### src/rtl/assert_macros.svh
// Assertion macros shared by the fan curve interpolator RTL.
// Needs nothing else; included by the files that carry assertions.
`ifndef ASSERT_MACROS_SVH
`define ASSERT_MACROS_SVH

// Same-cycle implication, disabled while reset is asserted.
`define FCRI_ASSERT_IMPL(label, clk, rst_n, ante, cons) \
  label: assert property (@(posedge clk) disable iff (!rst_n) (ante) |-> (cons)) \
    else $error("fcri assertion failed");

// Next-cycle implication, disabled while reset is asserted.
`define FCRI_ASSERT_NEXT(label, clk, rst_n, ante, cons) \
  label: assert property (@(posedge clk) disable iff (!rst_n) (ante) |=> (cons)) \
    else $error("fcri assertion failed");

`endif

### src/rtl/fcri_pkg.sv
// Package for the fan curve interpolator: curve ROM, reciprocal tables,
// widths, register codes and the structs passed between pipeline modules.
package fcri_pkg;

  localparam int CURVE_POINTS = 22;
  localparam int ROM_POINTS   = 22;
  localparam int USED_POINTS  = (CURVE_POINTS > ROM_POINTS) ? ROM_POINTS :
                                ((CURVE_POINTS < 2) ? 2 : CURVE_POINTS);
  localparam int LAST_IDX     = USED_POINTS - 1;

  localparam int DUTY_W = 7;
  localparam int RPM_W  = 11;
  localparam int PCT_W  = 7;
  localparam int IDX_W  = $clog2(ROM_POINTS);

  // Segment numerator rise*off + span/2 stays below 1024 for this curve.
  localparam int NUM_W    = 12;
  // Ceiling reciprocals with a 20-bit shift are exact while num*span < 2^20.
  localparam int RECIP_W  = 20;
  localparam int RECIP_SH = 20;
  localparam int PROD_W   = NUM_W + RECIP_W;

  // Tolerance: (rpm*pct + 50)/100 via a ceiling reciprocal of 100 at 2^25,
  // exact while the dividend times 100 stays below 2^25.
  localparam int TOLX_W       = RPM_W + PCT_W;
  localparam int TOL_RECIP_W  = 19;
  localparam int TOL_SH       = 25;
  localparam int TOLP_W       = TOLX_W + TOL_RECIP_W;
  localparam logic [TOL_RECIP_W-1:0] TOL_RECIP  = 19'd335545;
  localparam logic [TOLX_W-1:0]      ROUND_BIAS = 18'd50;

  localparam logic [PCT_W-1:0]  TOL_PCT_RST  = 7'd10;
  localparam logic [DUTY_W-1:0] MIN_DUTY_RST = 7'd20;

  localparam int CFG_ADDR_W = 3;
  localparam int CFG_DATA_W = 32;

  localparam logic [DUTY_W-1:0] ROM_DUTY [ROM_POINTS] = '{
    7'd0,  7'd5,  7'd10, 7'd12, 7'd17, 7'd22, 7'd27, 7'd32, 7'd37, 7'd42, 7'd47,
    7'd52, 7'd57, 7'd62, 7'd67, 7'd72, 7'd77, 7'd82, 7'd87, 7'd92, 7'd97, 7'd100
  };

  localparam logic [RPM_W-1:0] ROM_RPM [ROM_POINTS] = '{
    11'd0,   11'd0,   11'd150,  11'd187,  11'd277,  11'd352,  11'd435,  11'd517,
    11'd570, 11'd637, 11'd697,  11'd765,  11'd832,  11'd885,  11'd930,  11'd997,
    11'd1050, 11'd1102, 11'd1147, 11'd1185, 11'd1230, 11'd1252
  };

  // Ceiling of 2^RECIP_SH over the span ending at each point; entry 0 has no span.
  localparam logic [RECIP_W-1:0] SEG_RECIP [ROM_POINTS] = '{
    20'd0,      20'd209716, 20'd209716, 20'd524288, 20'd209716, 20'd209716,
    20'd209716, 20'd209716, 20'd209716, 20'd209716, 20'd209716, 20'd209716,
    20'd209716, 20'd209716, 20'd209716, 20'd209716, 20'd209716, 20'd209716,
    20'd209716, 20'd209716, 20'd209716, 20'd349526
  };

  typedef enum logic [1:0] {
    MODE_LOW    = 2'd0,
    MODE_HIGH   = 2'd1,
    MODE_INTERP = 2'd2
  } mode_t;

  typedef enum logic {
    REG_TOL_PCT  = 1'b0,
    REG_MIN_DUTY = 1'b1
  } reg_idx_t;

  typedef struct packed {
    logic [PCT_W-1:0]  tol_pct;
    logic [DUTY_W-1:0] min_duty;
  } cfg_t;

  typedef struct packed {
    mode_t             mode;
    logic [IDX_W-1:0]  idx;
    logic [NUM_W-1:0]  num;
    logic              chk;
  } num_stage_t;

  typedef struct packed {
    logic [RPM_W-1:0] rpm;
    logic             chk;
  } rpm_stage_t;

endpackage

### src/rtl/fcri_seg_search.sv
// Segment search and numerator stages of the fan curve interpolator.
// Depends on fcri_pkg for the curve ROM, widths and stage structs.
module fcri_seg_search (
  input  logic                             clk,
  input  logic                             rst_n,
  input  fcri_pkg::cfg_t                   cfg,
  input  logic                             in_valid,
  output logic                             in_ready,
  input  logic [fcri_pkg::DUTY_W-1:0]      in_duty,
  output logic                             out_valid,
  input  logic                             out_ready,
  output fcri_pkg::num_stage_t             out_data
);

  logic                              va_r;
  fcri_pkg::mode_t                   a_mode_r, a_mode_nxt;
  logic [fcri_pkg::IDX_W-1:0]        a_idx_r, a_idx_nxt;
  logic [fcri_pkg::DUTY_W-1:0]       a_duty_r;
  logic                              a_chk_r, a_chk_nxt;
  logic                              found;

  logic                              vb_r;
  fcri_pkg::num_stage_t              b_r, b_nxt;
  logic [fcri_pkg::IDX_W-1:0]        lo_idx;
  logic [fcri_pkg::DUTY_W-1:0]       off;
  logic [fcri_pkg::DUTY_W-1:0]       half;
  logic [fcri_pkg::RPM_W-1:0]        rise;
  logic [fcri_pkg::RPM_W+fcri_pkg::DUTY_W-1:0] rise_off;

  logic rdy_a, rdy_b;

  assign rdy_b    = !vb_r || out_ready;
  assign rdy_a    = !va_r || rdy_b;
  assign in_ready = rdy_a;

  // Stage A: clamp test and first curve point at or above the duty.
  always_comb begin
    a_mode_nxt = fcri_pkg::MODE_INTERP;
    a_idx_nxt  = fcri_pkg::IDX_W'(fcri_pkg::LAST_IDX);
    a_chk_nxt  = (in_duty >= cfg.min_duty);
    found      = 1'b0;
    if (in_duty <= fcri_pkg::ROM_DUTY[0]) begin
      a_mode_nxt = fcri_pkg::MODE_LOW;
    end else if (in_duty >= fcri_pkg::ROM_DUTY[fcri_pkg::LAST_IDX]) begin
      a_mode_nxt = fcri_pkg::MODE_HIGH;
    end
    for (int i = 1; i < fcri_pkg::USED_POINTS; i++) begin
      if (!found && (in_duty <= fcri_pkg::ROM_DUTY[i])) begin
        a_idx_nxt = fcri_pkg::IDX_W'(i);
        found     = 1'b1;
      end
    end
  end

  // Stage B: rise*off + span/2 for the chosen segment.
  always_comb begin
    lo_idx     = a_idx_r - 1'b1;
    off        = a_duty_r - fcri_pkg::ROM_DUTY[lo_idx];
    rise       = fcri_pkg::ROM_RPM[a_idx_r] - fcri_pkg::ROM_RPM[lo_idx];
    half       = (fcri_pkg::ROM_DUTY[a_idx_r] - fcri_pkg::ROM_DUTY[lo_idx]) >> 1;
    rise_off   = rise * off;
    b_nxt.mode = a_mode_r;
    b_nxt.idx  = a_idx_r;
    b_nxt.num  = fcri_pkg::NUM_W'(rise_off + (fcri_pkg::RPM_W + fcri_pkg::DUTY_W)'(half));
    b_nxt.chk  = a_chk_r;
  end

  always_ff @(posedge clk) begin
    if (!rst_n) begin
      va_r <= 1'b0;
      vb_r <= 1'b0;
    end else begin
      if (rdy_a) va_r <= in_valid;
      if (rdy_b) vb_r <= va_r;
    end
  end

  always_ff @(posedge clk) begin
    if (rdy_a && in_valid) begin
      a_mode_r <= a_mode_nxt;
      a_idx_r  <= a_idx_nxt;
      a_duty_r <= in_duty;
      a_chk_r  <= a_chk_nxt;
    end
    if (rdy_b && va_r) begin
      b_r <= b_nxt;
    end
  end

  assign out_valid = vb_r;
  assign out_data  = b_r;

endmodule

### src/rtl/fcri_interp.sv
// Reciprocal divide and segment offset stages of the fan curve interpolator.
// Depends on fcri_pkg for the reciprocal table, curve ROM and stage structs.
module fcri_interp (
  input  logic                  clk,
  input  logic                  rst_n,
  input  logic                  in_valid,
  output logic                  in_ready,
  input  fcri_pkg::num_stage_t  in_data,
  output logic                  out_valid,
  input  logic                  out_ready,
  output fcri_pkg::rpm_stage_t  out_data
);

  logic                          vc_r;
  fcri_pkg::mode_t               c_mode_r;
  logic [fcri_pkg::IDX_W-1:0]    c_idx_r;
  logic [fcri_pkg::PROD_W-1:0]   c_prod_r, c_prod_nxt;
  logic                          c_chk_r;

  logic                          vd_r;
  fcri_pkg::rpm_stage_t          d_r, d_nxt;
  logic [fcri_pkg::IDX_W-1:0]    lo_idx;
  logic [fcri_pkg::RPM_W-1:0]    quot;

  logic rdy_c, rdy_d;

  assign rdy_d    = !vd_r || out_ready;
  assign rdy_c    = !vc_r || rdy_d;
  assign in_ready = rdy_c;

  // Stage C: multiply by the segment's reciprocal to divide by its span.
  assign c_prod_nxt = in_data.num * fcri_pkg::SEG_RECIP[in_data.idx];

  // Stage D: add the quotient to the segment's lower speed, or clamp.
  always_comb begin
    lo_idx    = c_idx_r - 1'b1;
    quot      = c_prod_r[fcri_pkg::RECIP_SH +: fcri_pkg::RPM_W];
    d_nxt.chk = c_chk_r;
    case (c_mode_r)
      fcri_pkg::MODE_LOW:    d_nxt.rpm = fcri_pkg::ROM_RPM[0];
      fcri_pkg::MODE_HIGH:   d_nxt.rpm = fcri_pkg::ROM_RPM[fcri_pkg::LAST_IDX];
      fcri_pkg::MODE_INTERP: d_nxt.rpm = fcri_pkg::ROM_RPM[lo_idx] + quot;
      default:               d_nxt.rpm = fcri_pkg::ROM_RPM[fcri_pkg::LAST_IDX];
    endcase
  end

  always_ff @(posedge clk) begin
    if (!rst_n) begin
      vc_r <= 1'b0;
      vd_r <= 1'b0;
    end else begin
      if (rdy_c) vc_r <= in_valid;
      if (rdy_d) vd_r <= vc_r;
    end
  end

  always_ff @(posedge clk) begin
    if (rdy_c && in_valid) begin
      c_mode_r <= in_data.mode;
      c_idx_r  <= in_data.idx;
      c_prod_r <= c_prod_nxt;
      c_chk_r  <= in_data.chk;
    end
    if (rdy_d && vc_r) begin
      d_r <= d_nxt;
    end
  end

  assign out_valid = vd_r;
  assign out_data  = d_r;

endmodule

### src/rtl/fcri_tol.sv
// Tolerance band stages and output register of the fan curve interpolator.
// Depends on fcri_pkg for the reciprocal of 100, widths and stage structs.
module fcri_tol (
  input  logic                          clk,
  input  logic                          rst_n,
  input  fcri_pkg::cfg_t                cfg,
  input  logic                          in_valid,
  output logic                          in_ready,
  input  fcri_pkg::rpm_stage_t          in_data,
  output logic                          out_valid,
  input  logic                          out_ready,
  output logic [fcri_pkg::RPM_W-1:0]    out_rpm,
  output logic [fcri_pkg::RPM_W-1:0]    out_tol,
  output logic                          out_chk
);

  logic                          ve_r;
  fcri_pkg::rpm_stage_t          e_r;
  logic [fcri_pkg::TOLX_W-1:0]   e_x_r, e_x_nxt;

  logic                          vf_r;
  fcri_pkg::rpm_stage_t          f_r;
  logic [fcri_pkg::TOLP_W-1:0]   f_p_r, f_p_nxt;

  logic                          vg_r;
  logic [fcri_pkg::RPM_W-1:0]    g_rpm_r;
  logic [fcri_pkg::RPM_W-1:0]    g_tol_r, g_tol_nxt;
  logic                          g_chk_r;

  logic rdy_e, rdy_f, rdy_g;

  assign rdy_g    = !vg_r || out_ready;
  assign rdy_f    = !vf_r || rdy_g;
  assign rdy_e    = !ve_r || rdy_f;
  assign in_ready = rdy_e;

  assign e_x_nxt   = in_data.rpm * cfg.tol_pct + fcri_pkg::ROUND_BIAS;
  assign f_p_nxt   = e_x_r * fcri_pkg::TOL_RECIP;
  // The divide by 100 is the high part of the reciprocal product.
  assign g_tol_nxt = (f_r.rpm == '0) ? '0 : f_p_r[fcri_pkg::TOL_SH +: fcri_pkg::RPM_W];

  always_ff @(posedge clk) begin
    if (!rst_n) begin
      ve_r <= 1'b0;
      vf_r <= 1'b0;
      vg_r <= 1'b0;
    end else begin
      if (rdy_e) ve_r <= in_valid;
      if (rdy_f) vf_r <= ve_r;
      if (rdy_g) vg_r <= vf_r;
    end
  end

  always_ff @(posedge clk) begin
    if (rdy_e && in_valid) begin
      e_r   <= in_data;
      e_x_r <= e_x_nxt;
    end
    if (rdy_f && ve_r) begin
      f_r   <= e_r;
      f_p_r <= f_p_nxt;
    end
    if (rdy_g && vf_r) begin
      g_rpm_r <= f_r.rpm;
      g_tol_r <= g_tol_nxt;
      g_chk_r <= f_r.chk;
    end
  end

  assign out_valid = vg_r;
  assign out_rpm   = g_rpm_r;
  assign out_tol   = g_tol_r;
  assign out_chk   = g_chk_r;

endmodule

### src/rtl/fan_curve_rpm_interpolator_core.sv
// Top level of the fan curve interpolator: configuration registers and the
// seven-stage pipeline. Depends on fcri_pkg, fcri_seg_search, fcri_interp,
// fcri_tol and assert_macros.svh.
//
//   channel  direction  transfer when                        carries
//   in_      slave      in_tvalid & in_tready                duty_percent
//   out_     master     out_tvalid & out_tready              rpm, tolerance, check flag
//   cfg_     APB slave  psel & penable & pwrite & pready     two 7-bit registers
//
// One duty per cycle is taken unless a full pipeline is held by out_tready; each result passes
// through segment search, numerator, span reciprocal, offset add, tolerance product,
// reciprocal of 100 and the output register.
// Reset is synchronous on rst_n: valid bits clear and the registers return to
// 10 percent tolerance and a threshold of 20 percent duty.
// Each stage holds while the one after it is full, so bubbles close up and
// in_tready follows out_tready combinationally only when every stage is full.
`include "assert_macros.svh"

module fan_curve_rpm_interpolator_core (
  input  logic                              clk,
  input  logic                              rst_n,
  input  logic                              in_tvalid,
  output logic                              in_tready,
  input  logic [7:0]                        in_tdata,   // [6:0] duty_percent, [7] pad
  output logic                              out_tvalid,
  input  logic                              out_tready,
  output logic [23:0]                       out_tdata,  // [10:0] expected_rpm,
                                                        // [21:11] tolerance_rpm, [23:22] pad
  output logic                              out_tuser,  // [0] in_check_region
  input  logic                              cfg_psel,
  input  logic                              cfg_penable,
  input  logic                              cfg_pwrite,
  input  logic [fcri_pkg::CFG_ADDR_W-1:0]   cfg_paddr,
  input  logic [fcri_pkg::CFG_DATA_W-1:0]   cfg_pwdata,
  output logic [fcri_pkg::CFG_DATA_W-1:0]   cfg_prdata,
  output logic                              cfg_pready
);

  fcri_pkg::cfg_t               cfg_r;
  fcri_pkg::reg_idx_t           reg_sel;
  logic                         wr_en;

  logic                         s_valid, s_ready;
  fcri_pkg::num_stage_t         s_data;
  logic                         i_valid, i_ready;
  fcri_pkg::rpm_stage_t         i_data;
  logic [fcri_pkg::RPM_W-1:0]   rpm_o, tol_o;
  logic                         chk_o;

  assign cfg_pready = 1'b1;
  assign reg_sel    = fcri_pkg::reg_idx_t'(cfg_paddr[2]);
  assign wr_en      = cfg_psel && cfg_penable && cfg_pwrite && cfg_pready;

  always_ff @(posedge clk) begin
    if (!rst_n) begin
      cfg_r.tol_pct  <= fcri_pkg::TOL_PCT_RST;
      cfg_r.min_duty <= fcri_pkg::MIN_DUTY_RST;
    end else if (wr_en) begin
      unique case (reg_sel)
        fcri_pkg::REG_TOL_PCT:  cfg_r.tol_pct  <= cfg_pwdata[fcri_pkg::PCT_W-1:0];
        fcri_pkg::REG_MIN_DUTY: cfg_r.min_duty <= cfg_pwdata[fcri_pkg::DUTY_W-1:0];
      endcase
    end
  end

  always_comb begin
    unique case (reg_sel)
      fcri_pkg::REG_TOL_PCT:  cfg_prdata = fcri_pkg::CFG_DATA_W'(cfg_r.tol_pct);
      fcri_pkg::REG_MIN_DUTY: cfg_prdata = fcri_pkg::CFG_DATA_W'(cfg_r.min_duty);
    endcase
  end

  fcri_seg_search u_seg (
    .clk       (clk),
    .rst_n     (rst_n),
    .cfg       (cfg_r),
    .in_valid  (in_tvalid),
    .in_ready  (in_tready),
    .in_duty   (in_tdata[fcri_pkg::DUTY_W-1:0]),
    .out_valid (s_valid),
    .out_ready (s_ready),
    .out_data  (s_data)
  );

  fcri_interp u_interp (
    .clk       (clk),
    .rst_n     (rst_n),
    .in_valid  (s_valid),
    .in_ready  (s_ready),
    .in_data   (s_data),
    .out_valid (i_valid),
    .out_ready (i_ready),
    .out_data  (i_data)
  );

  fcri_tol u_tol (
    .clk       (clk),
    .rst_n     (rst_n),
    .cfg       (cfg_r),
    .in_valid  (i_valid),
    .in_ready  (i_ready),
    .in_data   (i_data),
    .out_valid (out_tvalid),
    .out_ready (out_tready),
    .out_rpm   (rpm_o),
    .out_tol   (tol_o),
    .out_chk   (chk_o)
  );

  assign out_tdata = {2'b00, tol_o, rpm_o};
  assign out_tuser = chk_o;

  // With the output stage empty the whole ready chain must be open.
  `FCRI_ASSERT_IMPL(a_idle_ready, clk, rst_n, !out_tvalid, in_tready)
  `FCRI_ASSERT_IMPL(a_zero_tol, clk, rst_n, out_tvalid && (rpm_o == '0), tol_o == '0)
  `FCRI_ASSERT_IMPL(a_rpm_range, clk, rst_n, out_tvalid, rpm_o <= fcri_pkg::ROM_RPM[fcri_pkg::LAST_IDX])
  `FCRI_ASSERT_NEXT(a_tol_write, clk, rst_n, wr_en && (reg_sel == fcri_pkg::REG_TOL_PCT), cfg_r.tol_pct == $past(cfg_pwdata[fcri_pkg::PCT_W-1:0]))

endmodule
### config.mk
export PLATFORM = sky130hd
export DESIGN_NAME = fan_curve_rpm_interpolator_core
export DESIGN_NICKNAME = d
export VERILOG_FILES = /design/src/rtl/fcri_pkg.sv /design/src/rtl/fcri_seg_search.sv /design/src/rtl/fcri_interp.sv /design/src/rtl/fcri_tol.sv /design/src/rtl/fan_curve_rpm_interpolator_core.sv
export VERILOG_INCLUDE_DIRS = /design/src /design/src/rtl
export SDC_FILE = /design/constraint.sdc
export NUM_CORES = 1
export LEC_CHECK = 0
export BUFFER_PORTS_ARGS = -buffer_cell sky130_fd_sc_hd__buf_2
export CORE_ASPECT_RATIO = 0.8
export CORE_MARGIN = 2
export CORE_UTILIZATION = 63
export CTS_CLUSTER_SIZE = 14
export DETAILED_ROUTE_END_ITERATION = 8
export GPL_TIMING_DRIVEN = 0
export HOLD_SLACK_MARGIN = 0.03
export PLACE_DENSITY = 0.81
export SETUP_SLACK_MARGIN = 0.05
export SYNTH_ARGS = -nofsm -noshare
export SYNTH_HDL_FRONTEND = slang
export SYNTH_SLANG_ARGS = --single-unit
### constraint.sdc
create_clock -name clk -period 9.8 [get_ports clk]
set_clock_uncertainty 0.05 [all_clocks]
set_input_delay 0.49 -clock clk [delete_from_list [all_inputs] [get_ports clk]]
set_output_delay 0.49 -clock clk [all_outputs]
set_load 0.005 [all_outputs]
## Word-level counts from Yosys, hierarchy flattened

Memories as Yosys holds them, arrays and structs flattened.
Cells that the tools add are included.
W data, S select, Z words.

| word-level totals | value |
|---|---|
| register bits after elaboration | 208 |
| latch bits | 0 |
| memory bits (writable) | 0 |
| ROM bits | 2,144 |
| bits of input ports | 50 |
| output and inout bits | 60 |
| logic and storage cells | 210 |
| memories kept | 6 |

Memories:

| memory | depth | bits a word | rd ports | clocked after memory_dff | write ports | line | text |
|---|---|---|---|---|---|---|---|
| (name not given) | 32 | 20 | 1 | 0 | 0 | fcri_interp.sv:32 | `assign c_prod_nxt = in_data.num * fcri_pkg::SEG_RECIP[in_data.idx];` |
| (name not given) | 32 | 11 | 1 | 0 | 0 | fcri_seg_search.sv:59 | `rise = fcri_pkg::ROM_RPM[a_idx_r] - fcri_pkg::ROM_RPM[lo_idx];` |
| (name not given) | 32 | 11 | 1 | 0 | 0 | fcri_seg_search.sv:59 |  |
| (name not given) | 32 | 11 | 1 | 0 | 0 | fcri_interp.sv:42 | `fcri_pkg::MODE_INTERP: d_nxt.rpm = fcri_pkg::ROM_RPM[lo_idx] + quot;` |
| (name not given) | 32 | 7 | 1 | 0 | 0 | fcri_seg_search.sv:58 | `off = a_duty_r - fcri_pkg::ROM_DUTY[lo_idx];` |
| (name not given) | 32 | 7 | 1 | 0 | 0 | fcri_seg_search.sv:60 | `half = (fcri_pkg::ROM_DUTY[a_idx_r] - fcri_pkg::ROM_DUTY[lo_idx]) >> 1;` |

| cells by class | value |
|---|---|
| $add $sub $neg | 8 |
| multiply operators | 4 |
| divide/modulo/power cells | 0 |
| $lt $le $gt $ge | 28 |
| equality and inequality tests | 1 |
| shift-type cells | 0 |
| mux-type cells | 55 |
| bitwise gates (word level) | 5 |
| reduce and logical (&&, ||, !) cells | 69 |

Operators by type and width:

| kind | number |
|---|---|
| $mux W5 | 15 |
| $mux W11 | 6 |
| $pmux W32 S2 | 1 |
| $le A7 B7 Y1 const B | 8 |
| $le A7 B6 Y1 const B | 7 |
| $mux W20 | 2 |
| $mul A18 B19 Y36 const B | 1 |
| $mul A12 B20 Y31 | 1 |
| $logic_and A1 B1 Y1 | 29 |
| $mux W7 | 4 |
| $logic_not A1 Y1 | 27 |
| $ge A6 B6 Y1 const B | 4 |
| $not A5 Y6 | 4 |
| $pmux W11 S2 | 1 |
| $le A7 B5 Y1 const B | 3 |
| $mux W1 | 21 |
| $add A18 B6 Y18 const B | 1 |
| $mul A11 B7 Y18 | 1 |
| $le A7 B4 Y1 const B | 2 |
| $sub A7 B7 Y7 | 2 |
| $add A12 B6 Y12 | 1 |
| $mul A11 B7 Y12 | 1 |
| $mux W3 | 4 |
| $add A11 B11 Y11 | 1 |
| 15 further kinds | 23 |

## Depth between registers and ports, before layout

Gate-level depths: netlist of the first run.

| logic depth | value |
|---|---|
| word-level depth | 62 |
| depth in mapped cells | 34 |
| depth with buffers taken out | 31 |

## Hierarchy

Synthesis of the first run repeated with hierarchy kept, for this count alone.

| second synthesis, totals | value |
|---|---|
| cell total of the unflattened synthesis | 2,467 |
| area total of the unflattened synthesis | 23,857.9 um^2 |

Modules (own cells, without submodules):

| module | instances | cells an instance | area an instance (um^2) | sequential area each (um^2) |
|---|---|---|---|---|
| fcri_tol | 1 | 962 | 10,585.2 | 2,342.2 |
| fcri_interp | 1 | 695 | 6,468.7 | 970.9 |
| fcri_seg_search | 1 | 713 | 5,911.9 | 1,091.0 |
| fan_curve_rpm_interpolator_core | 1 | 97 | 892.1 | 280.3 |

## Worst setup path before layout of the first run

Ideal clock, no wire load.

| path | value |
|---|---|
| path kind | reg-to-reg |
| from | register u_seg.a_idx_r[1] in the netlist's numbering |
| to | register u_seg.b_r, in the netlist u_seg.out_data[12] (data pin) |
| setup time | 268 ps |
| arrival | 7,824 ps |
| data required time | 9,482 ps |
| path slack | 1,658 ps |
| stages on the path, launching flop included | 32 |
| path buffers | 1 |
| clock period less this slack | 8,142 ps |
| cells stage by stage | edfxtp_1 > buf_2 > inv_1 > ha_1 > nor3b_4 > xnor2_1 > nand2_1 > nor2_1 > mux2_2 > ha_1 > fa_1 > inv_1 > a2111oi_2 > a211oi_2 > a21o_1 > a21oi_1 > xnor2_1 > nand2b_1 > fa_1 > fa_1 > inv_1 > fa_1 > inv_1 > fa_1 > inv_1 > ha_1 > a21oi_1 > o21ai_0 > a21o_1 > a21oi_1 > xnor3_1 > xnor3_1 |

RTL lines:

| item | line | text |
|---|---|---|
| start, declared | fcri_seg_search.sv:17 | `logic [fcri_pkg::IDX_W-1:0] a_idx_r, a_idx_nxt;` |
| start signal, assigned | fcri_seg_search.sv:81 | `a_idx_r <= a_idx_nxt;` |
| end signal, assigned | fcri_seg_search.sv:86 | `b_r <= b_nxt;` |
| end, declared | fcri_seg_search.sv:23 | `fcri_pkg::num_stage_t b_r, b_nxt;` |

==> flow_summary.ini, run 1 <==
[timing]
max_freq_mhz = 108.8
report.final.slew_viol_count = 0
max-slew-margin-rel = 0.2890
final-hold-violation-count = 0
finalCritPeriodShare = 0.9377
rsz0062_at_grt = false
setup_total_negative_slack_ns = 0
finalWorstPathRequiredPeriod_ns = 9.189
worst_margin_pin_slew_ns = 1.064
setup_violations = 0

[floorplan]
fp.dieH_um = 175.4
initial_core_util = 0.6416
design.die.area_sq_um = 38290
placement_rows = 62
die_x_um = 218.3
num_io_pins = 110
core_box_area_sq_um = 36070

[synthesis]
mappedNetlistArea_sq_um = 23140
synth_flop_type = sky130_fd_sc_hd__edfxtp_1
synth_cells = 2335
synth_area_per_cell_sq_um = 9.912
ys_seq_elements = 163
synth_sequential_area_ratio = 0.2024
async_reset_ff_frac = 0
synthesis.yosys.warnings = 0
synth_edf_count = 142
post_synth_num_cell_types = 88

[grt]
maximum_number_of_pins_on_one_net_before_global_route_repair = 31
initial_antenna_violation_count = 6
global_route.usage.total = 0.2918
first_pass_grt_wire_length_um = 87320
grt.overflow.total = 0
first_global_vias = 16920

[setup_path]
rr_worst_depth = 33
critical_path.slowest_cell = sky130_fd_sc_hd__edfxtp_1
crit-reg2reg-launch = u_seg.a_idx_r[1]
worst_path_required_time_ns = 9.90
ff2ff_setup_slack_ns = 0.61
critical_path.startpoint_type = flip-flop
worstSetupEndpointType = flip-flop
timing.critical_path.fanout_max = 11
slowest_delay_ns = 0.61
worst_ep_arrival_time_ns = 9.29
worstSetupPathType = reg -> reg
regToRegEndpoint = u_seg.out_data[12]

[cts]
clock_tree.root_cell = sky130_fd_sc_hd__clkbuf_16
worst_setup_hold_path_clk_slew_ns = 0.07
cts-root-to-sink-buffers = 2
ctsHoldBuffers = 0
cts_htree_levels = 4
clock-sinks = 163
numCtsBuffers = 17
worst_skew_pair.late_latency_ns = 0.44
tritoncts_clock_tree = built

[cells_and_area]
final_standard_cell_count_with_taps_included_and_fillers_excluded = 2934
final.fill_count = 2684
multiInputGateArea_sq_um = 16330
design.final.nets = 3139
syn_to_final_growth_pct = 7.109
drive_gt1_frac = 0.07064
regArea_sq_um = 4684
final_design_area_no_fill_sq_um = 24790

[placed_design]
dp.final_hpwl_um = 44640
area_after_dpl_sq_um = 24150
placed_cells = 2895
gp_congestion = 0.9887
port_buffers = 52

[route]
viasPerCell = 5.638
pre_repair_dr_iteration_count = 5
avgRoutedWirePerCell_um = 18.18
drtAntennaViolNets = 0
detail_route.drc_violations = 0
drt-total-wl_um = 53350
initialDrtViolationCount = 1218
dr_total_vias = 16540

[worst_hold_path]
worstHoldPathCells = 1
holdCritStartpoint = in_tdata[2]
timing.hold.worst_endpoint = u_seg.a_duty_r[2]
worstHoldPathType = in -> reg

[flow_run]
max_cap_violations = 0

[status]
run_status = finished clean
[worst max-delay path: cells and delay by family, from the launching register on]
family / cells / cell delay [ns]
xor gates and xnor gates: 3 / 1.27
adders and majority gates: 9 / 3.64
AOI/OAI and AO/OA: 9 / 1.48
and+or+nand+nor: 4 / 0.43
buffers and inverters: 8 / 1.39
DFF: 1 / 0.61
[registers in the layout, indices dropped and copies added (netlist names), 7 cells and up]
| register | cells |
|---|---|
| u_tol.out_rpm | 11 |
| u_seg.a_duty_r | 7 |
| u_tol.out_tol | 11 |
| u_tol.e_r | 12 |
| u_tol.f_r | 12 |
| u_tol.e_x_r | 18 |
| u_seg.out_data | 20 |
| u_tol.f_p_r | 11 |
| u_interp.out_data | 12 |
| u_interp.c_prod_r | 11 |
| cfg_r | 14 |
[layout by cell type (no fill, tap or decap), types with 14 or more instances in the layout]
cell type / Yosys / routed
sky130_fd_sc_hd__nor2b_1: 39 / 36
sky130_fd_sc_hd__inv_1: 475 / 475
sky130_fd_sc_hd__xor2_1: 25 / 25
sky130_fd_sc_hd__nor3_1: 25 / 25
sky130_fd_sc_hd__clkbuf_16: 0 / 17
sky130_fd_sc_hd__o21ai_0: 67 / 67
sky130_fd_sc_hd__conb_1: 2 / 28
sky130_fd_sc_hd__o21a_1: 14 / 14
sky130_fd_sc_hd__a21boi_0: 19 / 17
sky130_fd_sc_hd__nand2_1: 151 / 151
sky130_fd_sc_hd__dfxtp_1: 21 / 21
sky130_fd_sc_hd__buf_4: 30 / 32
sky130_fd_sc_hd__xnor2_1: 70 / 69
sky130_fd_sc_hd__fa_1: 298 / 298
sky130_fd_sc_hd__a21oi_1: 109 / 108
sky130_fd_sc_hd__a21o_1: 35 / 35
sky130_fd_sc_hd__edfxtp_1: 142 / 142
sky130_fd_sc_hd__ha_1: 355 / 355
sky130_fd_sc_hd__buf_2: 4 / 56
sky130_fd_sc_hd__nand2b_1: 20 / 20
sky130_fd_sc_hd__clkbuf_1: 46 / 45
sky130_fd_sc_hd__and2_1: 80 / 80
sky130_fd_sc_hd__nor2_1: 113 / 113
[final cells by class]
class | count | share of cell area
diodes | 5 | 0.0005047
multi-input cells | 1636 | 0.6588
clock inverters | 15 | 0.006915
repair buffers | 56 | 0.01232
well taps | 480 | 0.02423
plain buffers | 85 | 0.01888
inverters | 477 | 0.07223
clock buffers | 17 | 0.01716
flip-flops and latches | 163 | 0.1890
[per-layer routing]
layer  vias to the layer above  share of wire  track usage
li1                       7745              -            -
met1                      8159           0.44       0.4072
met2                       557           0.47       0.4675
met3                        78          0.070      0.05784
met4                         2          0.025      0.08050
met5                         -        0.00015            0
[synthesized netlist by cell type (12+ instances only)]
| cell type | n | area (sq um) |
|---|---|---|
| sky130_fd_sc_hd__xor2_1 | 25 | 219.0 |
| sky130_fd_sc_hd__dfxtp_1 | 21 | 420.4 |
| sky130_fd_sc_hd__nor3_1 | 25 | 125.1 |
| sky130_fd_sc_hd__edfxtp_1 | 142 | 4264 |
| sky130_fd_sc_hd__o21ai_0 | 67 | 335.3 |
| sky130_fd_sc_hd__nand2_1 | 151 | 566.8 |
| sky130_fd_sc_hd__and2_1 | 80 | 500.5 |
| sky130_fd_sc_hd__buf_4 | 30 | 225.2 |
| sky130_fd_sc_hd__nor2_1 | 113 | 424.2 |
| sky130_fd_sc_hd__o21a_1 | 14 | 105.1 |
| sky130_fd_sc_hd__a21oi_1 | 109 | 545.5 |
| sky130_fd_sc_hd__nor2b_1 | 39 | 244.0 |
| sky130_fd_sc_hd__nand3_1 | 12 | 60.06 |
| sky130_fd_sc_hd__fa_1 | 298 | 5966 |
| sky130_fd_sc_hd__inv_1 | 475 | 1783 |
| sky130_fd_sc_hd__a21o_1 | 35 | 262.8 |
| sky130_fd_sc_hd__o211ai_1 | 12 | 90.09 |
| sky130_fd_sc_hd__a21boi_0 | 19 | 142.6 |
| sky130_fd_sc_hd__ha_1 | 355 | 4442 |
| sky130_fd_sc_hd__nand2b_1 | 20 | 125.1 |
| sky130_fd_sc_hd__clkbuf_1 | 46 | 172.7 |
| sky130_fd_sc_hd__xnor2_1 | 70 | 613.1 |
[worst max path at each step]
stage	start	to	slack, ns	cells past startpoint
after floorplan	u_seg.a_idx_r[1]	u_seg.out_data[12]	1.66	31
after global placement	u_seg.a_idx_r[1]	u_seg.out_data[12]	0.34	31
after detailed placement	u_seg.a_idx_r[1]	u_seg.out_data[12]	0.32	31
after CTS	u_seg.a_idx_r[1]	u_seg.out_data[12]	0.31	31
after global routing	u_seg.a_idx_r[1]	u_seg.out_data[12]	0.07	33
final	u_seg.a_idx_r[1]	u_seg.out_data[12]	0.61	33
[per-stage QoR]
step                hold WS, ns  worst slack, ns    util
CTS                      0.2146           0.3092  0.6861
floorplan                0.3503            1.658       -
global route             0.2186          0.07228  0.6872
global placement         0.3516           0.3446  0.6682
detailed placement       0.3545           0.3161  0.6695
finish                   0.2350           0.6105  0.6872
[cell families after synthesis]
kind of cell	synth area share
adders and majority gates	0.4512
muxes	0.009299
xor gates and xnor gates	0.03979
buffers and inverters	0.09753
and+or+nand+nor	0.1079
other	0.0003245
AOI/OAI and AO/OA	0.09164
DFF	0.2024
[repair_timing]
item                       CTS  global route
setup endpoints to repair    0             1
buffers inserted             0             2
gates resized for setup      0             3
Power of run 1 is left out: the tool's default activity adds up to more than one toggle a clock period on the data nets, which glitch-free logic cannot reach.
==> run 2: changes to the inputs <==
--- a/config.mk
+++ b/config.mk
@@ -9,12 +9,11 @@
 export BUFFER_PORTS_ARGS = -buffer_cell sky130_fd_sc_hd__buf_2
 export CORE_ASPECT_RATIO = 0.8
 export CORE_MARGIN = 2
-export CORE_UTILIZATION = 63
+export CORE_UTILIZATION = 45
 export CTS_CLUSTER_SIZE = 14
 export DETAILED_ROUTE_END_ITERATION = 8
 export GPL_TIMING_DRIVEN = 0
 export HOLD_SLACK_MARGIN = 0.03
-export PLACE_DENSITY = 0.81
 export SETUP_SLACK_MARGIN = 0.05
 export SYNTH_ARGS = -nofsm -noshare
 export SYNTH_HDL_FRONTEND = slang
==> run 2 against run 1 <==
  * Utilization is 19 points lower
  * Non-clock buffer count is 4 higher
  * Cell count is 7.0% higher
  * Global-route usage is 8.7 points lower
  * Largest cell class unchanged
==> flow_summary.ini, run 2 (synthesized netlist as in run 1, its figures left out) <==
[worst_hold_path]
holdCritStartpoint = cfg_pwdata[1]
worstHoldPathCells = 3
timing.hold.worst_endpoint = cfg_r[8]
worstHoldPathType = in -> reg

[route]
dr_total_vias = 16050
pre_repair_dr_iteration_count = 6
viasPerCell = 5.114
met3_wirelength_um = 3260
drtAntennaViolNets = 0
drt-total-wl_um = 51860
dr.max_layer_used = met5
route.met2.wl_um = 22830
detail_route.drc_violations = 0
avgRoutedWirePerCell_um = 16.52
initialDrtViolationCount = 931
detail_route.wirelength.met1_um = 25050

[setup_path]
regToRegEndpoint = u_seg.out_data[12]
worst_ep_arrival_time_ns = 9.25
worstSetupEndpointType = flip-flop
worstSetupPathType = reg -> reg
slowest_delay_ns = 0.59
cp_common_cell = sky130_fd_sc_hd__fa_1
critical_path.startpoint_type = flip-flop
critical_path.slowest_cell = sky130_fd_sc_hd__edfxtp_1
ff2ff_setup_slack_ns = 0.66
worst_path_required_time_ns = 9.91
crit-reg2reg-launch = u_seg.a_idx_r[1]
timing.critical_path.fanout_max = 10
rr_worst_depth = 31

[cells_and_area]
drive_gt1_frac = 0.07501
number_of_flip_flops_under_the_largest_register_name = 20
design.final.nets = 3143
layout_commonest_cell = sky130_fd_sc_hd__inv_1
syn_to_final_growth_pct = 8.364
most-common-layout-cells = sky130_fd_sc_hd__inv_1, sky130_fd_sc_hd__ha_1, sky130_fd_sc_hd__fa_1

[flow_run]
max_cap_violations = 0

[timing]
max-slew-margin-rel = 0.3605
final-hold-violation-count = 0
report.final.slew_viol_count = 0
setup_total_negative_slack_ns = 0
setup_violations = 0
rsz0062_at_grt = false
finalCritPeriodShare = 0.9324
worst_margin_pin_slew_ns = 0.9537
max_freq_mhz = 109.4
finalWorstPathRequiredPeriod_ns = 9.138

[cts]
clock-sinks = 163
worst_setup_hold_path_clk_slew_ns = 0.07
ctsHoldBuffers = 0
cts-root-to-sink-buffers = 2
clock_tree.root_cell = sky130_fd_sc_hd__clkbuf_16
tritoncts_clock_tree = built
worst_skew_pair.late_latency_ns = 0.44
numCtsBuffers = 17
cts_htree_levels = 4

[grt]
first_pass_grt_wire_length_um = 86010
grt.overflow.total = 0
initial_antenna_violation_count = 3
global_route.usage.total = 0.2052
first_global_vias = 16340
maximum_number_of_pins_on_one_net_before_global_route_repair = 21

[floorplan]
fp.dieH_um = 206.8
placement_rows = 74
core_box_area_sq_um = 50920
design.die.area_sq_um = 53270
die_x_um = 257.6
initial_core_util = 0.4545
num_io_pins = 110

[placed_design]
port_buffers = 52
gp_congestion = 0.9611
dp.final_hpwl_um = 44780

[status]
run_status = finished clean
## run 2: cell count changes in the layout (fill, tap and decap cells not counted), moves of 2 or more
cell,change
sky130_fd_sc_hd__clkinv_1,-2
sky130_fd_sc_hd__buf_8,+2
sky130_fd_sc_hd__diode_2,-4
sky130_fd_sc_hd__buf_4,+3
sky130_fd_sc_hd__xnor2_1,-3
sky130_fd_sc_hd__xnor2_2,+3
sky130_fd_sc_hd__bufinv_16,-2
sky130_fd_sc_hd__inv_8,+3
## run 2: routing by layer
layer	vias up	GRT usage
li1	7745	-
met1	7871	0.2986
met2	377	0.3171
met3	51	0.04310
met4	4	0.04170
met5	-	0
## run 2: repair_timing
item | 4_1_cts | 5_1_grt
setup endpoints to repair | 0 | 1
resized for setup | 0 | 8
hold endpoints to repair | 0 | 0
buffers inserted | 0 | 5
## run 2: worst max-delay path by stage
stage                     startpoint                 end  slack [ns]  depth (start not counted)
detailed placement  u_seg.a_idx_r[1]  u_seg.out_data[12]        0.13                         31
global placement    u_seg.a_idx_r[1]  u_seg.out_data[12]        0.12                         31
finish              u_seg.a_idx_r[1]  u_seg.out_data[12]        0.66                         31
floorplan           u_seg.a_idx_r[1]  u_seg.out_data[12]        1.66                         31
global route        u_seg.a_idx_r[1]  u_seg.out_data[12]        0.11                         31
CTS                 u_seg.a_idx_r[1]  u_seg.out_data[12]         0.1                         31
## run 2: critical path: cells and delay by family, from the launching register on
kind / cells / cell delay, ns
AOI/OAI and AO/OA: 8 / 1.43
muxes: 1 / 0.39
and+or+nand+nor: 4 / 0.68
adders and majority gates: 8 / 3.44
DFF: 1 / 0.59
xor gates and xnor gates: 4 / 1.42
buffers and inverters: 6 / 0.84
## run 2: stage by stage
step             util  hold WS (ns)  setup slack, ns  cells  cell area (sq um)
5_1_grt        0.4924        0.2263           0.1090   3137              25080
2_1_floorplan       -        0.3503            1.658   2361              23240
4_1_cts        0.4910        0.2125          0.09899   3133              25000
6_report       0.4925        0.2379           0.6624   3138              25080
3_3_place_gp   0.4783        0.3527           0.1213   3097              24360
3_5_place_dp   0.4799        0.3545           0.1322   3101              24440
## run 2: area by class of cell
cell class | count | area [sq um]
multi-input combinational | 1636 | 16350
antenna | 1 | 2.502
fill | 4833 | 25840
buffer | 84 | 464.2
sequential | 163 | 4684
inverter | 477 | 1794
timing repair buffer | 61 | 357.8
clock inverter | 14 | 137.6
tap | 684 | 855.8
clock buffer | 18 | 429.2
Power of run 2 is left out for the same reason.
==> run 3: changes to the inputs <==
--- a/config.mk
+++ b/config.mk
@@ -7,13 +7,16 @@
 export NUM_CORES = 1
 export LEC_CHECK = 0
 export BUFFER_PORTS_ARGS = -buffer_cell sky130_fd_sc_hd__buf_2
+export CELL_PAD_IN_SITES_DETAIL_PLACEMENT = 2
+export CELL_PAD_IN_SITES_GLOBAL_PLACEMENT = 2
 export CORE_ASPECT_RATIO = 0.8
 export CORE_MARGIN = 2
-export CORE_UTILIZATION = 45
+export CORE_UTILIZATION = 42
 export CTS_CLUSTER_SIZE = 14
 export DETAILED_ROUTE_END_ITERATION = 8
 export GPL_TIMING_DRIVEN = 0
 export HOLD_SLACK_MARGIN = 0.03
+export PLACE_DENSITY_LB_ADDON = 0.1
 export SETUP_SLACK_MARGIN = 0.05
 export SYNTH_ARGS = -nofsm -noshare
 export SYNTH_HDL_FRONTEND = slang
==> run 3 against run 2 <==
  * Die area grew 7.0%
  * Wire length up 30%
  * Clock-buffer cell count fell by 1
  * Sequential share of layout area down 0.070 points
  * Via count grew 3.1%
  * First-iteration DRC count is 35% lower
  * Global-route usage increased by 4.1 points
  * Critical endpoint unchanged
  * Highest routed layer unchanged
==> flow_summary.ini, run 3 (synthesized netlist as in run 1, its figures left out) <==
[route]
pre_repair_dr_iteration_count = 5
detail_route.drc_violations = 0
avgRoutedWirePerCell_um = 21.36
drt-total-wl_um = 67440
dr_total_vias = 16550
viasPerCell = 5.242
drtAntennaViolNets = 0
initialDrtViolationCount = 603

[placed_design]
placed_cells = 3120
gp_congestion = 0.9028
dp.final_hpwl_um = 57840
dp_slack_ns = -0.1221
port_buffers = 52

[timing]
max-slew-margin-rel = 0.3285
setup_violations = 0
worst_margin_pin_slew_ns = 1.005
finalCritPeriodShare = 0.9477
report.final.slew_viol_count = 0
max_freq_mhz = 107.7
final-hold-violation-count = 0
finalWorstPathRequiredPeriod_ns = 9.287
finalWorstSetupSlack_ns = 0.5129
rsz0062_at_grt = false

[cells_and_area]
design.final.nets = 3144
layout_commonest_cell = sky130_fd_sc_hd__inv_1
finalCoreUtilization = 0.4653
most-common-layout-cells = sky130_fd_sc_hd__inv_1, sky130_fd_sc_hd__ha_1, sky130_fd_sc_hd__fa_1
final_standard_cell_count_with_taps_included_and_fillers_excluded = 3157
final.fill_count = 5780
syn_to_final_growth_pct = 8.774
drive_gt1_frac = 0.07539
number_of_flip_flops_under_the_largest_register_name = 20

[floorplan]
initial_core_util = 0.4277
fp.dieH_um = 214.0
design.die.area_sq_um = 57010
placement_rows = 76
num_io_pins = 110
die_x_um = 266.5
core_box_area_sq_um = 54110

[cts]
clock_tree.root_cell = sky130_fd_sc_hd__clkbuf_16
cts_htree_levels = 4
clock-sinks = 163
numCtsBuffers = 17
worst_skew_pair.late_latency_ns = 0.45
cts-root-to-sink-buffers = 2
worst_setup_hold_path_clk_slew_ns = 0.07
ctsHoldBuffers = 0
tritoncts_clock_tree = built

[setup_path]
slowest_delay_ns = 0.55
timing.critical_path.fanout_max = 10
worstSetupEndpointType = flip-flop
critical_path.startpoint_type = flip-flop
worst_ep_arrival_time_ns = 9.41
critical_path.slowest_cell = sky130_fd_sc_hd__fa_1
worstSetupPathType = reg -> reg
worst_path_required_time_ns = 9.92
cp_common_cell = sky130_fd_sc_hd__inv_1

[grt]
maximum_number_of_pins_on_one_net_before_global_route_repair = 31
met1_usage = 0.3298
first_pass_grt_wire_length_um = 109100
global_route.usage.total = 0.2457
initial_antenna_violation_count = 2
met2_usage = 0.4345
grtUsageMet3 = 0.02230
grt.overflow.total = 0
first_global_vias = 19190
globalRoute.busiestLayer = met2

[flow_run]
max_cap_violations = 0

[status]
run_status = finished clean

[worst_hold_path]
worstHoldPathType = in -> reg
## run 3: worst paths after layout
kind	startpoint	to	slack [ns]	depth (start not counted)
max	u_seg.a_idx_r[1]	u_seg.out_data[12]	0.51	30
min reg2reg	u_tol.e_r[0]	u_tol.f_r[0]	0.37	0
min	in_tdata[1]	u_seg.a_duty_r[1]	0.26	1
max reg2reg	u_seg.a_idx_r[1]	u_seg.out_data[12]	0.51	30
## run 3: routing by layer
layer  part of all wire  up-vias
met5            0.00019        -
met4              0.014        2
met3              0.020       55
met2               0.51      179
met1               0.46     8569
li1                   -     7744
## run 3: final cells by class
type | count | area, sq um | share of cell area
clock buffers | 17 | 425.4 | 0.01690
repair buffers | 61 | 365.4 | 0.01451
plain buffers | 85 | 469.2 | 0.01864
clock inverters | 15 | 201.4 | 0.008002
inverters | 477 | 1794 | 0.07127
well taps | 702 | 878.3 | 0.03489
diodes | 1 | 2.502 | 0.00009940
multi-input cells | 1636 | 16350 | 0.6496
flip-flops and latches | 163 | 4684 | 0.1861
## run 3: what timing repair did
item	4_1_cts	5_1_grt
endpoints found under the setup margin	1	1
pin swaps	0	1
resized for setup	1	8
setup buffers	0	4
## run 3: critical path, delay by kind of cell (launching register included)
family	cells	cell delay [ns]
AOI/OAI and AO/OA	7	1.79
xor gates and xnor gates	3	1.03
adders and majority gates	9	3.76
buffers and inverters	9	1.54
DFF	1	0.50
and+or+nand+nor	2	0.33
## run 3: per-stage QoR
| stage | area, sq um | hold slack, ns | TNS [ns] |
|---|---|---|---|
| 2_1_floorplan | 23240 | 0.3503 | 0 |
| 3_3_place_gp | 24380 | 0.3519 | 0 |
| 3_5_place_dp | 24480 | 0.3565 | -0.1221 |
| 4_1_cts | 25110 | 0.2437 | 0 |
| 5_1_grt | 25170 | 0.2438 | 0 |
| 6_report | 25170 | 0.2580 | 0 |
Power of run 3 is left out for the same reason.
